**src/design/sspd_pkg.sv**
```systemverilog
`timescale 1ns / 1ps
// ----------------------------------------------------------------------------
// sspd_pkg: shared definitions for the servo status packet deframer
// Constants, configuration register indexes and the command and status
// bundles that pass between the controller and the datapath.
// ----------------------------------------------------------------------------
package sspd_pkg;

    localparam int PARAM_DEPTH_DEF = 32;
    localparam int RESULT_CAP      = 32;
    localparam int BYTE_W          = 8;
    localparam int CNT_W           = 6;
    localparam int CFG_DATA_W      = 8;
    localparam int CFG_INDEX_W     = 1;

    localparam logic [BYTE_W-1:0] HDR_BYTE = 8'hFF;

    localparam logic [CFG_INDEX_W-1:0] CFG_EXPECTED_ID = 1'd0;
    localparam logic [CFG_INDEX_W-1:0] CFG_COPY_LIMIT  = 1'd1;

    localparam logic [CNT_W-1:0] COPY_LIMIT_RESET = 6'd32;

    // Commands from the controller to the datapath.
    typedef struct packed {
        logic hc_clear;
        logic hc_count;
        logic id_load;
        logic sum_add;
        logic len_load;
        logic idx_clear;
        logic param_write;
        logic emit_load;
        logic rd_issue;
        logic out_load;
        logic k_step;
    } cmd_t;

    // Conditions reported back by the datapath.
    typedef struct packed {
        logic hdr_full;
        logic len_ok;
        logic pe_zero;
        logic idx_done;
        logic csum_ok;
        logic emit_none;
        logic emit_last;
        logic out_free;
    } status_t;

endpackage

```
**src/design/sspd_ctrl.sv**
```systemverilog
`timescale 1ns / 1ps
// ----------------------------------------------------------------------------
// sspd_ctrl: packet parsing and drain sequencer
// Walks the header, length, error, parameter and checksum phases, then
// steps through the buffered parameters to emit the results.
// ----------------------------------------------------------------------------
module sspd_ctrl
(
    input  logic             clk,
    input  logic             rst_n,
    input  logic             in_valid,
    input  logic             line_gap,
    output logic             in_stall,
    input  sspd_pkg::status_t sts,
    output sspd_pkg::cmd_t   cmd
);

    localparam logic [2:0] ST_HUNT     = 3'd0;
    localparam logic [2:0] ST_LEN      = 3'd1;
    localparam logic [2:0] ST_ERR      = 3'd2;
    localparam logic [2:0] ST_ERR_DROP = 3'd3;
    localparam logic [2:0] ST_PARAM    = 3'd4;
    localparam logic [2:0] ST_CSUM     = 3'd5;
    localparam logic [2:0] ST_DRAIN_RD = 3'd6;
    localparam logic [2:0] ST_DRAIN_OUT = 3'd7;

    logic [2:0] state_reg;
    logic [2:0] state_next;
    logic       draining;
    logic       in_acc;

    assign draining = (state_reg == ST_DRAIN_RD) || (state_reg == ST_DRAIN_OUT);
    assign in_stall = draining;
    assign in_acc   = in_valid && !draining;

    always_comb
    begin
        cmd        = '0;
        state_next = state_reg;
        unique case (state_reg)
            ST_HUNT:
            begin
                if (in_acc && !line_gap)
                begin
                    if (sts.hdr_full)
                    begin
                        cmd.id_load  = 1'b1;
                        cmd.hc_clear = 1'b1;
                        state_next   = ST_LEN;
                    end
                    else
                    begin
                        cmd.hc_count = 1'b1;
                    end
                end
            end
            ST_LEN:
            begin
                if (in_acc)
                begin
                    if (line_gap)
                    begin
                        cmd.hc_clear = 1'b1;
                        state_next   = ST_HUNT;
                    end
                    else
                    begin
                        cmd.sum_add  = 1'b1;
                        cmd.len_load = sts.len_ok;
                        state_next   = sts.len_ok ? ST_ERR : ST_ERR_DROP;
                    end
                end
            end
            ST_ERR:
            begin
                if (in_acc)
                begin
                    if (line_gap)
                    begin
                        cmd.hc_clear = 1'b1;
                        state_next   = ST_HUNT;
                    end
                    else
                    begin
                        cmd.sum_add   = 1'b1;
                        cmd.idx_clear = 1'b1;
                        state_next    = sts.pe_zero ? ST_CSUM : ST_PARAM;
                    end
                end
            end
            ST_ERR_DROP:
            begin
                if (in_acc)
                begin
                    cmd.hc_clear = 1'b1;
                    state_next   = ST_HUNT;
                end
            end
            ST_PARAM:
            begin
                if (in_acc)
                begin
                    if (line_gap)
                    begin
                        cmd.hc_clear = 1'b1;
                        state_next   = ST_HUNT;
                    end
                    else
                    begin
                        cmd.param_write = 1'b1;
                        cmd.sum_add     = 1'b1;
                        if (sts.idx_done)
                        begin
                            state_next = ST_CSUM;
                        end
                    end
                end
            end
            ST_CSUM:
            begin
                if (in_acc)
                begin
                    cmd.hc_clear = 1'b1;
                    if (!line_gap && sts.csum_ok)
                    begin
                        cmd.emit_load = 1'b1;
                        state_next    = ST_DRAIN_RD;
                    end
                    else
                    begin
                        state_next = ST_HUNT;
                    end
                end
            end
            ST_DRAIN_RD:
            begin
                cmd.rd_issue = 1'b1;
                state_next   = ST_DRAIN_OUT;
            end
            ST_DRAIN_OUT:
            begin
                if (sts.out_free)
                begin
                    cmd.out_load = 1'b1;
                    if (sts.emit_none || sts.emit_last)
                    begin
                        state_next = ST_HUNT;
                    end
                    else
                    begin
                        cmd.k_step = 1'b1;
                        state_next = ST_DRAIN_RD;
                    end
                end
            end
            default:
            begin
                state_next = ST_HUNT;
            end
        endcase
    end

    always_ff @(posedge clk or negedge rst_n)
    begin
        if (!rst_n)
        begin
            state_reg <= ST_HUNT;
        end
        else
        begin
            state_reg <= state_next;
        end
    end

endmodule

```
**src/design/sspd_datapath.sv**
```systemverilog
`timescale 1ns / 1ps
// ----------------------------------------------------------------------------
// sspd_datapath: registers, parameter buffer and result register
// Holds the header count, id, length, running sum, parameter buffer,
// configuration registers and the output register of the deframer.
// ----------------------------------------------------------------------------
module sspd_datapath
#(
    parameter int PARAM_DEPTH = sspd_pkg::PARAM_DEPTH_DEF
)
(
    input  logic                               clk,
    input  logic                               rst_n,
    input  logic [sspd_pkg::BYTE_W-1:0]        rx_byte,
    input  logic                               cfg_we,
    input  logic [sspd_pkg::CFG_INDEX_W-1:0]   cfg_index,
    input  logic [sspd_pkg::CFG_DATA_W-1:0]    cfg_data,
    input  sspd_pkg::cmd_t                     cmd,
    output sspd_pkg::status_t                  sts,
    input  logic                               out_stall,
    output logic                               out_valid,
    output logic [sspd_pkg::BYTE_W-1:0]        param_byte,
    output logic                               byte_valid,
    output logic [sspd_pkg::CNT_W-1:0]         param_count,
    output logic                               last
);

    localparam int CW = $clog2(PARAM_DEPTH + 1);
    localparam int AW = (PARAM_DEPTH > 1) ? $clog2(PARAM_DEPTH) : 1;
    localparam int SW = 9;

    logic [sspd_pkg::BYTE_W-1:0] param_mem [PARAM_DEPTH];

    logic [1:0]                       hc_reg;
    logic [sspd_pkg::BYTE_W-1:0]      id_reg;
    logic [sspd_pkg::BYTE_W-1:0]      sum_reg;
    logic [CW-1:0]                    pe_reg;
    logic [CW-1:0]                    idx_reg;
    logic [sspd_pkg::CNT_W-1:0]       n_reg;
    logic [sspd_pkg::CNT_W-1:0]       k_reg;
    logic [sspd_pkg::BYTE_W-1:0]      rd_data_reg;
    logic [sspd_pkg::BYTE_W-1:0]      exp_id_reg;
    logic [sspd_pkg::CNT_W-1:0]       copy_limit_reg;
    logic                             out_valid_reg;
    logic [sspd_pkg::BYTE_W-1:0]      out_byte_reg;
    logic                             out_bv_reg;
    logic [sspd_pkg::CNT_W-1:0]       out_cnt_reg;
    logic                             out_last_reg;

    logic [SW-1:0]                    pe_w;
    logic [SW-1:0]                    lim_w;
    logic [SW-1:0]                    n_w;
    logic [CW:0]                      idx_inc;

    assign pe_w    = SW'(pe_reg);
    assign lim_w   = SW'(copy_limit_reg);
    assign idx_inc = (CW + 1)'(idx_reg) + 1'b1;

    // Number of results: smallest of the count, the copy limit and the cap.
    always_comb
    begin
        n_w = pe_w;
        if (lim_w < n_w)
        begin
            n_w = lim_w;
        end
        if (SW'(sspd_pkg::RESULT_CAP) < n_w)
        begin
            n_w = SW'(sspd_pkg::RESULT_CAP);
        end
    end

    always_comb
    begin
        sts.hdr_full  = (hc_reg >= 2'd2);
        sts.len_ok    = (rx_byte >= 8'd2) &&
                        ({1'b0, rx_byte} <= SW'(PARAM_DEPTH + 2));
        sts.pe_zero   = (pe_reg == '0);
        sts.idx_done  = (idx_inc >= (CW + 1)'(pe_reg));
        sts.csum_ok   = ((~sum_reg) == rx_byte) && (id_reg == exp_id_reg);
        sts.emit_none = (n_reg == '0);
        sts.emit_last = ((k_reg + 1'b1) == n_reg);
        sts.out_free  = !out_valid_reg || !out_stall;
    end

    // Parameter buffer and its registered read port.
    always_ff @(posedge clk)
    begin
        if (cmd.param_write)
        begin
            param_mem[AW'(idx_reg)] <= rx_byte;
        end
        if (cmd.rd_issue)
        begin
            rd_data_reg <= param_mem[AW'(k_reg)];
        end
    end

    always_ff @(posedge clk or negedge rst_n)
    begin
        if (!rst_n)
        begin
            hc_reg         <= '0;
            id_reg         <= '0;
            sum_reg        <= '0;
            pe_reg         <= '0;
            idx_reg        <= '0;
            n_reg          <= '0;
            k_reg          <= '0;
            exp_id_reg     <= '0;
            copy_limit_reg <= sspd_pkg::COPY_LIMIT_RESET;
            out_valid_reg  <= 1'b0;
        end
        else
        begin
            if (cmd.hc_clear)
            begin
                hc_reg <= '0;
            end
            else if (cmd.hc_count)
            begin
                hc_reg <= (rx_byte == sspd_pkg::HDR_BYTE) ? hc_reg + 2'd1 : 2'd0;
            end
            if (cmd.id_load)
            begin
                id_reg  <= rx_byte;
                sum_reg <= rx_byte;
            end
            else if (cmd.sum_add)
            begin
                sum_reg <= sum_reg + rx_byte;
            end
            if (cmd.len_load)
            begin
                pe_reg <= CW'(rx_byte - 8'd2);
            end
            if (cmd.idx_clear)
            begin
                idx_reg <= '0;
            end
            else if (cmd.param_write)
            begin
                idx_reg <= CW'(idx_inc);
            end
            if (cmd.emit_load)
            begin
                n_reg <= sspd_pkg::CNT_W'(n_w);
                k_reg <= '0;
            end
            else if (cmd.k_step)
            begin
                k_reg <= k_reg + 1'b1;
            end
            if (cfg_we)
            begin
                unique case (cfg_index)
                    sspd_pkg::CFG_EXPECTED_ID: exp_id_reg     <= cfg_data;
                    sspd_pkg::CFG_COPY_LIMIT:  copy_limit_reg <= cfg_data[sspd_pkg::CNT_W-1:0];
                    default:                   exp_id_reg     <= exp_id_reg;
                endcase
            end
            if (cmd.out_load)
            begin
                out_valid_reg <= 1'b1;
            end
            else if (!out_stall)
            begin
                out_valid_reg <= 1'b0;
            end
        end
    end

    // Result payload; an empty packet gives a zero byte marked not valid.
    always_ff @(posedge clk)
    begin
        if (cmd.out_load)
        begin
            out_byte_reg <= (n_reg == '0) ? '0 : rd_data_reg;
            out_bv_reg   <= (n_reg != '0);
            out_cnt_reg  <= sspd_pkg::CNT_W'(pe_reg);
            out_last_reg <= (n_reg == '0) || ((k_reg + 1'b1) == n_reg);
        end
    end

    assign out_valid   = out_valid_reg;
    assign param_byte  = out_byte_reg;
    assign byte_valid  = out_bv_reg;
    assign param_count = out_cnt_reg;
    assign last        = out_last_reg;

endmodule

```
**src/design/servo_status_packet_deframer_core.sv**
```systemverilog
`timescale 1ns / 1ps
// ----------------------------------------------------------------------------
// servo_status_packet_deframer_core: status packet deframer for a servo bus
// Finds the two-byte header, reads id, length and error bytes, buffers the
// parameters and checks the inverted checksum; good packets for the chosen
// id are passed on one parameter byte per item.
// ----------------------------------------------------------------------------
//
//  Channel  | Handshake           | Payload
//  ---------+---------------------+-----------------------------------------
//  input    | in_valid / in_stall | rx_byte, line_gap
//  output   | out_valid/out_stall | param_byte, byte_valid, param_count, last
//  config   | cfg_we              | cfg_index, cfg_data
//
//  While parsing, one received item is taken in every cycle.
//  A packet that passes its checks is drained from the parameter buffer one
//  result at a time (buffer read, then output register load), through the
//  single registered read port of the buffer; input is stalled meanwhile.
//  The output register lets the next item be accepted while the last result
//  of a packet still waits to be taken.
//  Reset is asynchronous and active low and returns the parser to hunting.
//
module servo_status_packet_deframer_core
#(
    parameter int PARAM_DEPTH = sspd_pkg::PARAM_DEPTH_DEF
)
(
    input  logic                             clk,
    input  logic                             rst_n,
    input  logic                             in_valid,
    output logic                             in_stall,
    input  logic [sspd_pkg::BYTE_W-1:0]      rx_byte,
    input  logic                             line_gap,
    output logic                             out_valid,
    input  logic                             out_stall,
    output logic [sspd_pkg::BYTE_W-1:0]      param_byte,
    output logic                             byte_valid,
    output logic [sspd_pkg::CNT_W-1:0]       param_count,
    output logic                             last,
    input  logic                             cfg_we,
    input  logic [sspd_pkg::CFG_INDEX_W-1:0] cfg_index,
    input  logic [sspd_pkg::CFG_DATA_W-1:0]  cfg_data
);

    // The controller sequences the phases; the datapath holds every value.
    sspd_pkg::cmd_t    cmd;
    sspd_pkg::status_t sts;

    sspd_ctrl u_ctrl
    (
        .clk      (clk),
        .rst_n    (rst_n),
        .in_valid (in_valid),
        .line_gap (line_gap),
        .in_stall (in_stall),
        .sts      (sts),
        .cmd      (cmd)
    );

    sspd_datapath
    #(
        .PARAM_DEPTH (PARAM_DEPTH)
    )
    u_datapath
    (
        .clk         (clk),
        .rst_n       (rst_n),
        .rx_byte     (rx_byte),
        .cfg_we      (cfg_we),
        .cfg_index   (cfg_index),
        .cfg_data    (cfg_data),
        .cmd         (cmd),
        .sts         (sts),
        .out_stall   (out_stall),
        .out_valid   (out_valid),
        .param_byte  (param_byte),
        .byte_valid  (byte_valid),
        .param_count (param_count),
        .last        (last)
    );

endmodule
```
**config.mk**
```make
export PLATFORM = sky130hd
export DESIGN_NAME = servo_status_packet_deframer_core
export DESIGN_NICKNAME = d
export VERILOG_FILES = /design/src/design/sspd_pkg.sv /design/src/design/sspd_ctrl.sv /design/src/design/sspd_datapath.sv /design/src/design/servo_status_packet_deframer_core.sv
export SDC_FILE = /design/constraint.sdc
export NUM_CORES = 1
export LEC_CHECK = 0
export CORE_ASPECT_RATIO = 1.25
export CORE_MARGIN = 2
export CORE_UTILIZATION = 25
export DETAILED_ROUTE_END_ITERATION = 7
export DONT_BUFFER_PORTS = 1
export PLACE_DENSITY_LB_ADDON = 0.3
export SETUP_SLACK_MARGIN = 0.2
export SYNTH_ARGS = -nofsm -noshare
export SYNTH_HDL_FRONTEND = slang
export SYNTH_HIERARCHICAL = 1
export SYNTH_SLANG_ARGS = --single-unit
```
**constraint.sdc**
```tcl
create_clock -name clk -period 3.4 [get_ports clk]
set_input_delay 0.17 -clock clk [delete_from_list [all_inputs] [get_ports clk]]
set_output_delay 0.17 -clock clk [all_outputs]
set_load 0.1 [all_outputs]
```
======== After elaboration in Yosys (flattened, before gate mapping) ========
Memory sizes are Yosys's and may differ from the RTL's. A register that Yosys moved wholly into a read port is not among the register bits.
Index checks and enable logic that the tools add are counted.
word-level totals
  memories ................................ 1
  output and inout port bits .............. 18
  RAM bits ................................ 256
  input bits .............................. 23
  register bits ........................... 76
  word-level logic and storage cells ...... 131
operators by class
  eq/ne operators ......................... 21
  muxes and demuxes ....................... 55
  reduce and logical (&&, ||, !) cells .... 26
  order comparisons ....................... 6
  add/subtract/negate cells ............... 5
  bitwise gates (word level) .............. 2
memories
  name                  words  bits a word  read ports  clocked after memory_dff  wr ports  RTL line             RTL
  u_datapath.param_mem  32     8            1           1                         1         sspd_datapath.sv:32  logic [sspd_pkg::BYTE_W-1:0] param_mem [PARAM_DEPTH];
operator list
  operator                                               count
  two-way mux 3 bit                                      15
  two-way mux 6 bit                                      6
  case mux 3 bit (8 select lines)                        1
  two-way mux 1 bit                                      21
  == test 8 bit                                          2
  two-way mux 2 bit                                      8
  two-way mux 8 bit                                      2
  inequality test 2 x 1 -> 1 bit, second input constant  7
  == test 3 bit, second input constant                   4
  logical NOT 6 bit                                      2
  AND reduction 9 bit                                    1
  adder 8 bit                                            1
  == test 8 bit, second input constant                   1
  >= comparator 8 x 2 -> 1 bit, second input constant    1
  <= comparator 8 x 6 -> 1 bit, second input constant    1
  inverter 8 bit                                         1
  nonzero test 2 bit                                     4
  adder 6 x 1 -> 7 bit, second input constant            1
  >= comparator 7 x 6 -> 1 bit                           1
  adder 6 x 1 -> 6 bit, second input constant            1
  == test 3 x 2 -> 1 bit, second input constant          2
  == test 6 bit                                          1
  < comparator 6 bit                                     1
  < comparator 6 bit, first input constant               1
  17 further kinds                                       29

======== Depth between registers and ports, before layout ========
Gate-level depths: netlist of the first run.
  word-level depth ........................ 9
  depth in mapped cells ................... 12
  mapped depth without buffers ............ 12

======== By module ========
The synthesis of the first run kept the hierarchy.
by module, submodules not included
  module         cells each  seq. area each (sq um)  instances  area each (sq um)
  sspd_datapath  777         9835.7                  1          14000.9
  sspd_ctrl      65          75.1                    1          424.2

======== Worst setup path before layout of the first run ========
Ideal clock, no wire load.
  path kind ............................... flip-flop to flip-flop
  from .................................... reg u_datapath/k_reg[1] in the netlist's numbering
  to ...................................... reg u_datapath/k_reg[4] in the netlist's numbering
  slack ................................... 843 ps
  required time ........................... 3268 ps
  buffers on the path ..................... 4
  arrival ................................. 2426 ps
  library setup time ...................... 132 ps
  stages on the path, launching flop included .. 13
  period minus slack after synthesis ...... 2557 ps
  cell sequence ........................... dfrtp_1 clkbuf_1 buf_2 buf_1 and3_1 nand3_1 xnor2_1 nor3_1 nor4_1 clkbuf_1 nand4_1 xor2_1 nor2_1
RTL lines
  element                   RTL line              RTL
  start: declaration        sspd_datapath.sv:40   logic [sspd_pkg::CNT_W-1:0] k_reg;
  start signal: assignment  sspd_datapath.sv:152  k_reg <= k_reg + 1'b1;

==> impl_metrics.tcl, run 1 <==
set metrics [dict create \
    slowest_stage "dfrtp_1" \
    clock-root-buffer "clkbuf_16" \
    postRouteAntennaNets 0 \
    fin_cells 1693 \
    final_common_cell "edfxtp_1" \
    final_area_um2 17150 \
    synth_compound_gate_area_share 0.03504 \
    r2r_end "u_ctrl/state_reg[0]" \
    crit_path_frequent_cell "o21ai_0" \
    drive_above_1_share 0.2428 \
    cp_max_fo 7 \
    final_util 0.3001 \
    vias 7556 \
    nNetsFinal 966 \
    period_share 0.8173 \
    yosys.area.top_type "edfxtp_1" \
    clockBufferDepth 3 \
    vias_per_cell 4.463 \
    combPwrFrac 0.099 \
    dr.pass1.iters 4 \
    synth-main-ff-cell "edfxtp_1" \
    die_w_um 218.9 \
    clock_latency_ns 0.53 \
    rsz0062_at_grt "false" \
    dp_hpwl_um 22040 \
    largest_reg_flops 256 \
    crit_chain "inv_1, ha_1, ha_1, a21o_1, a21oi_1, nor2b_1, o21ai_0, a21oi_1, o21ai_0, o21ai_0, a31oi_1, mux2_4" \
    power.internal_mw 7.342 \
    synth_edf_count 280 \
    hold_depth 4 \
    antenna_found_initial 0 \
    io_pins 41 \
    setup_viol 0 \
    cts_resized 0 \
    outcome "finished, final reports clean" \
    worstPathRequired_ns 3.81 \
    powerDensity_nw_per_um2 566.6 \
    arrival_ns 3.19 \
    hold_class "primary input to flop" \
    hp-start "in_valid" \
    ir_drop_uv 293.0 \
    cap_viol_max_count 0 \
    syn_area_um2 14430 \
    grt_pass1_wl_um 54280 \
    drt_iter0_markers 458 \
    cpPeakStageDelay_ns 0.48 \
    ff2ff_path_depth 12 \
    min_to "u_datapath/hc_reg[1]" \
    grt_max_degree 61 \
    synth_fp_nets 892 \
    routabilityCongestion 0.7489 \
    clkSinkCount 340 \
    synth_top_area_frac 0.5829 \
    layout_common_cells "edfxtp_1, mux4_2, nor2_1" \
    grtUsageMet1 0.1433 \
    final.fill_count 5715 \
    path_buf_inv 1 \
    initial_core_util 0.2525 \
    synth_fa_ha_area_frac 0.02394 \
    cts_inserted_buffers 35 \
    cts_tree "done" \
    synth_top_family_by_area "multiplexers" \
    ys_top_cells_by_area "edfxtp_1, mux4_2, dfrtp_1" \
    total_power_mw 9.716 \
    synthCells 842 \
    yosys_warnings 6 \
    endpoint_kind "flop" \
    busiest_layer "met2" \
    cts_setup_buffers 0 \
    dpl-instance-area_um2 15600 \
    drc 0 \
    synth_area_per_cell_um2 17.13 \
    power_frac_seq 0.500 \
    synth.distinct_cells 53 \
    maxSlewHeadroom 0.3484 \
    r2r_start "u_datapath/idx_reg[0]" \
    finClkSkew_ns 0.01206 \
    grt_overflow 0 \
    tightest_slew_ns 0.9739 \
    max_flop_register "u_datapath/param_mem" \
    fin_setup_tns_ns 0 \
    die_h_um 272.6 \
    yosys.area_share.simple 0.05742 \
    synthArstFlopShare 0.1765 \
    path_depth 12 \
    fmax_mhz 359.9 \
    area_growth_pct 18.88 \
    met2_usage 0.2353 \
    path_class "flop to flop" \
    grt_pass1_vias 7967 \
    dp.cells 1600 \
    yosys-mux-area-fraction 0.1533 \
    port_buffers 0 \
    cp-start-kind "flop" \
    core.rowCount 98 \
    slew_violations 0 \
    wl_um 36410 \
    grt_usage 0.1245 \
    synth_seq_cells 340 \
    coreArea_um2 57140 \
    hold_violations 0 \
    diodes 0 \
    ys_seq_area_frac 0.6871 \
    p_leak_nw 5.759 \
    cts-htree-levels 2 \
    power.switching_mw 2.375 \
    period_needed_ns 2.779 \
    use_met3 0.01636 \
    clkPwrFrac 0.401 \
    dieArea_um2 59650 \
    path_clk_slew_ns 0.06 \
    swShare 0.2444 \
    timing.critical_path.max_delay_family "compound AO/OA/AOI/OAI gates" \
    ff2ff_setup_slack_ns 0.62 \
    synth_xor_xnor_area_share 0.02307 \
    wl_per_cell_um 21.51 \
]
[metrics by stage]
step,hold WS [ns],worst slack [ns]
after floorplan,-0.1256,0.8426
after global placement,-0.1239,0.6160
after detailed placement,-0.1238,0.6482
after CTS,0.001186,0.6335
after global routing,0.04557,0.3576
final,0.02295,0.6212
[cell usage after synthesis (all sizes together) (2+ instances only)]
master,instances
nor3,13
nand3b,3
xor2,19
a21o,6
a21oi,17
o31a,2
clkbuf,24
nor2b,11
nor4,5
or3b,2
buf,17
and3,3
o21ai,32
a31oi,5
nand3,8
nor2,61
xnor2,19
ha,26
a221o,5
inv,26
mux2,28
and2,9
edfxtp,280
nand2b,10
or3,2
o22ai,3
dfrtp,59
mux4,80
nand4,9
mux2i,9
nand2,33
[tightest hold or removal path, delay by kind of cell]
kind / cells / cell delay [ns]
AND/OR/NAND/NOR: 3 / 0.27
AO/OA/AOI/OAI: 1 / 0.07
[cell families after synthesis]
group,after synthesis
fa+ha+maj,27
xor+xnor,38
compound gates,81
mux,117
buf+inv,67
flops,340
simple gates,172
[worst max-delay path by stage]
| stage | endpoint | from | slack, ns |
|---|---|---|---|
| 2_1_floorplan | u_datapath/k_reg[4] | u_datapath/k_reg[1] | 0.84 |
| 3_5_place_dp | u_ctrl/state_reg[0] | u_datapath/idx_reg[0] | 0.65 |
| 4_1_cts | u_ctrl/state_reg[0] | u_datapath/idx_reg[0] | 0.63 |
| 6_report | u_ctrl/state_reg[0] | u_datapath/idx_reg[0] | 0.62 |
| 5_1_grt | u_ctrl/state_reg[0] | u_datapath/idx_reg[3] | 0.36 |
| 3_3_place_gp | u_ctrl/state_reg[0] | u_datapath/idx_reg[0] | 0.62 |
[area by class of cell]
class                           instances  area [um2]  share of cell area
Clock inverter                         23       242.7             0.01415
Clock buffer                           41       919.6             0.05363
Multi-Input combinational cell        435        4229              0.2466
Sequential cell                       340        9916              0.5782
Inverter                               26       97.59            0.005691
Tap cell                              750       938.4             0.05472
Timing Repair Buffer                   78       805.8             0.04699
[power by group through the flow]
stage | sequential, mW | combinational, mW | clock [mW]
4_1_cts | 4.86 | 0.973 | 4.01
3_5_place_dp | 4.94 | 0.837 | 0
2_1_floorplan | 4.85 | 0.718 | 0
6_report | 4.86 | 0.964 | 3.89
5_1_grt | 4.88 | 1.10 | 4.17
3_3_place_gp | 4.94 | 0.813 | 0
[timing repair]
item / in CTS / in global routing
hold endpoints to repair: 364 / 0
hold buffers: 29 / 0
endpoints found under the setup margin: 0 / 0
[layer usage]
metal | vias to the layer above | share of wire
met2 | 104 | 0.56
met4 | 0 | 0.029
met5 | - | 0
met3 | 46 | 0.028
met1 | 3977 | 0.39
li1 | 3429 | -
Power figures use the tool's default switching activity.
==> run 2: changes to the inputs <==
- clock period: 3.4 -> 2.7 ns (I/O delays scaled with it)
==> impl_metrics.tcl, run 2 (synthesized netlist as in run 1, its figures left out) <==
set metrics [dict create \
    outcome "finished, final reports clean" \
    grtUsageMet1 0.1328 \
    setup_viol 0 \
    arrival_ns 2.70 \
    dr.pass1.iters 6 \
    clock-root-buffer "clkbuf_16" \
    fmax_mhz 414.2 \
    path_clk_slew_ns 0.06 \
    r2r_end "u_datapath/rd_data_reg[2]" \
    grt_max_degree 65 \
    layout_common_cells "edfxtp_1, mux4_2, buf_4" \
    grt_overflow 0 \
    clkSinkCount 340 \
    die_w_um 218.9 \
    wl_um 35960 \
    dp_hpwl_um 22410 \
    nNetsFinal 993 \
    hold_violations 0 \
    endpoint_kind "flop" \
    cap_viol_max_count 0 \
    drive_above_1_share 0.2665 \
    cts_inserted_buffers 34 \
    cp-start-kind "flop" \
    clockBufferDepth 3 \
    initial_core_util 0.2525 \
    drt_iter0_markers 495 \
    crit_start "u_datapath/k_reg[0]" \
    ir_drop_uv 361.2 \
    r2r_start "u_datapath/k_reg[0]" \
    cp_max_fo 14 \
    ff2ff_path_depth 5 \
    dieArea_um2 59650 \
    largest_reg_flops 256 \
    dpl-instance-area_um2 15810 \
    rsz0062_at_grt "true" \
    worstPathRequired_ns 2.99 \
    cts-htree-levels 2 \
    period_needed_ns 2.414 \
    area_growth_pct 20.55 \
    vias_per_cell 4.422 \
    clock_latency_ns 0.53 \
    ff2ff_setup_slack_ns 0.29 \
    coreArea_um2 57140 \
    port_buffers 0 \
    use_met3 0.01525 \
    postRouteAntennaNets 0 \
    antenna_found_initial 3 \
    busiest_layer "met2" \
    fin_setup_tns_ns 0 \
    drc 0 \
    final_common_cell "edfxtp_1" \
    crit_path_end "u_datapath/rd_data_reg[2]" \
    p_leak_nw 5.898 \
    die_h_um 272.6 \
    met2_usage 0.2247 \
    cts_tree "done" \
    tightest_slew_ns 0.9121 \
    max_flop_register "u_datapath/param_mem" \
    finClkSkew_ns 0.01225 \
    hold_class "primary input to flop" \
    maxSlewHeadroom 0.3932 \
    routabilityCongestion 0.7321 \
    powerDensity_nw_per_um2 700.3 \
    period_share 0.8943 \
    grt_pass1_vias 8029 \
    vias 7628 \
    core.rowCount 98 \
    final_area_um2 17390 \
    grt_pass1_wl_um 53060 \
    path_class "flop to flop" \
    wl_per_cell_um 20.84 \
    io_pins 41 \
    slew_violations 0 \
    final.fill_count 5643 \
    grt_usage 0.1219 \
]
## run 2: cell count changes in the layout (fill, tap and decap cells not counted), sizes merged
cell      before  now
clkinv        14   10
diode          0    7
inv           27   29
clkinvlp       4    0
clkbuf        41   45
bufinv         4    3
buf           58   86
## run 2: power by group
| part | leakage (nW) | switching [mW] | internal (mW) | total [mW] |
|---|---|---|---|---|
| clock | 0.542 | 2.03 | 2.75 | 4.78 |
| sequential | 3.28 | 0.207 | 5.86 | 6.06 |
| combinational | 2.08 | 0.744 | 0.589 | 1.33 |
| total | 5.90 | 2.98 | 9.20 | 12.2 |
## run 2: metrics by stage
stage | setup slack [ns] | instances | hold WS, ns | util | power (mW)
after global placement | 0.1178 | 1623 | -0.1585 | 0.2767 | 7.291
after floorplan | 0.2168 | 842 | -0.1606 | - | 7.007
final | 0.2855 | 1725 | 0.02453 | 0.3043 | 12.18
after CTS | 0.1668 | 1715 | 0.002592 | 0.3031 | 12.30
after global routing | 0.1526 | 1724 | 0.01818 | 0.3043 | 12.68
after detailed placement | 0.1274 | 1623 | -0.1587 | 0.2767 | 7.318
## run 2: critical path: stages (launching register included)
cell     delay, ns
dfrtp_4       0.46
buf_12        0.19
buf_12        0.17
mux4_2        0.51
mux4_2        0.55
mux2_2        0.28
## run 2: area by class of cell
cell class,instances,area (um2),share of cell area
diodes,7,17.52,0.001007
clock buffers,45,934.6,0.05375
clock inverters,16,172.7,0.009929
inverters,26,97.59,0.005612
multi-input cells,435,4255,0.2447
flip-flops and latches,340,9916,0.5702
well taps,750,938.4,0.05396
repair buffers,106,1057,0.06080
## run 2: how the worst min path moves through the flow
stage / from / endpoint / depth (start not counted)
5_1_grt: cfg_index / u_datapath/exp_id_reg[3] / 2
2_1_floorplan: rst_n / u_ctrl/state_reg[0] / 0
6_report: line_gap / u_ctrl/state_reg[1] / 4
3_3_place_gp: rst_n / u_datapath/out_valid / 0
4_1_cts: cfg_index / u_datapath/exp_id_reg[5] / 2
3_5_place_dp: rst_n / u_datapath/out_valid / 0
## run 2: routing by layer
metal / part of all wire / vias to the layer above / routed length, um
met3: 0.024 / 55 / 875
li1: - / 3490 / -
met2: 0.54 / 121 / 19510
met1: 0.38 / 3962 / 13720
met4: 0.052 / 0 / 1853
met5: 0 / - / 0
## run 2: timing repair
item                                    in CTS  in global routing
endpoints found under the hold margin      364                  0
setup buffers                                2                  3
gates cloned                                 0                  0
endpoints found under the setup margin       7                  6
resized for setup                            1                 11
pin swaps                                    1                  5
hold buffers                                29                  0
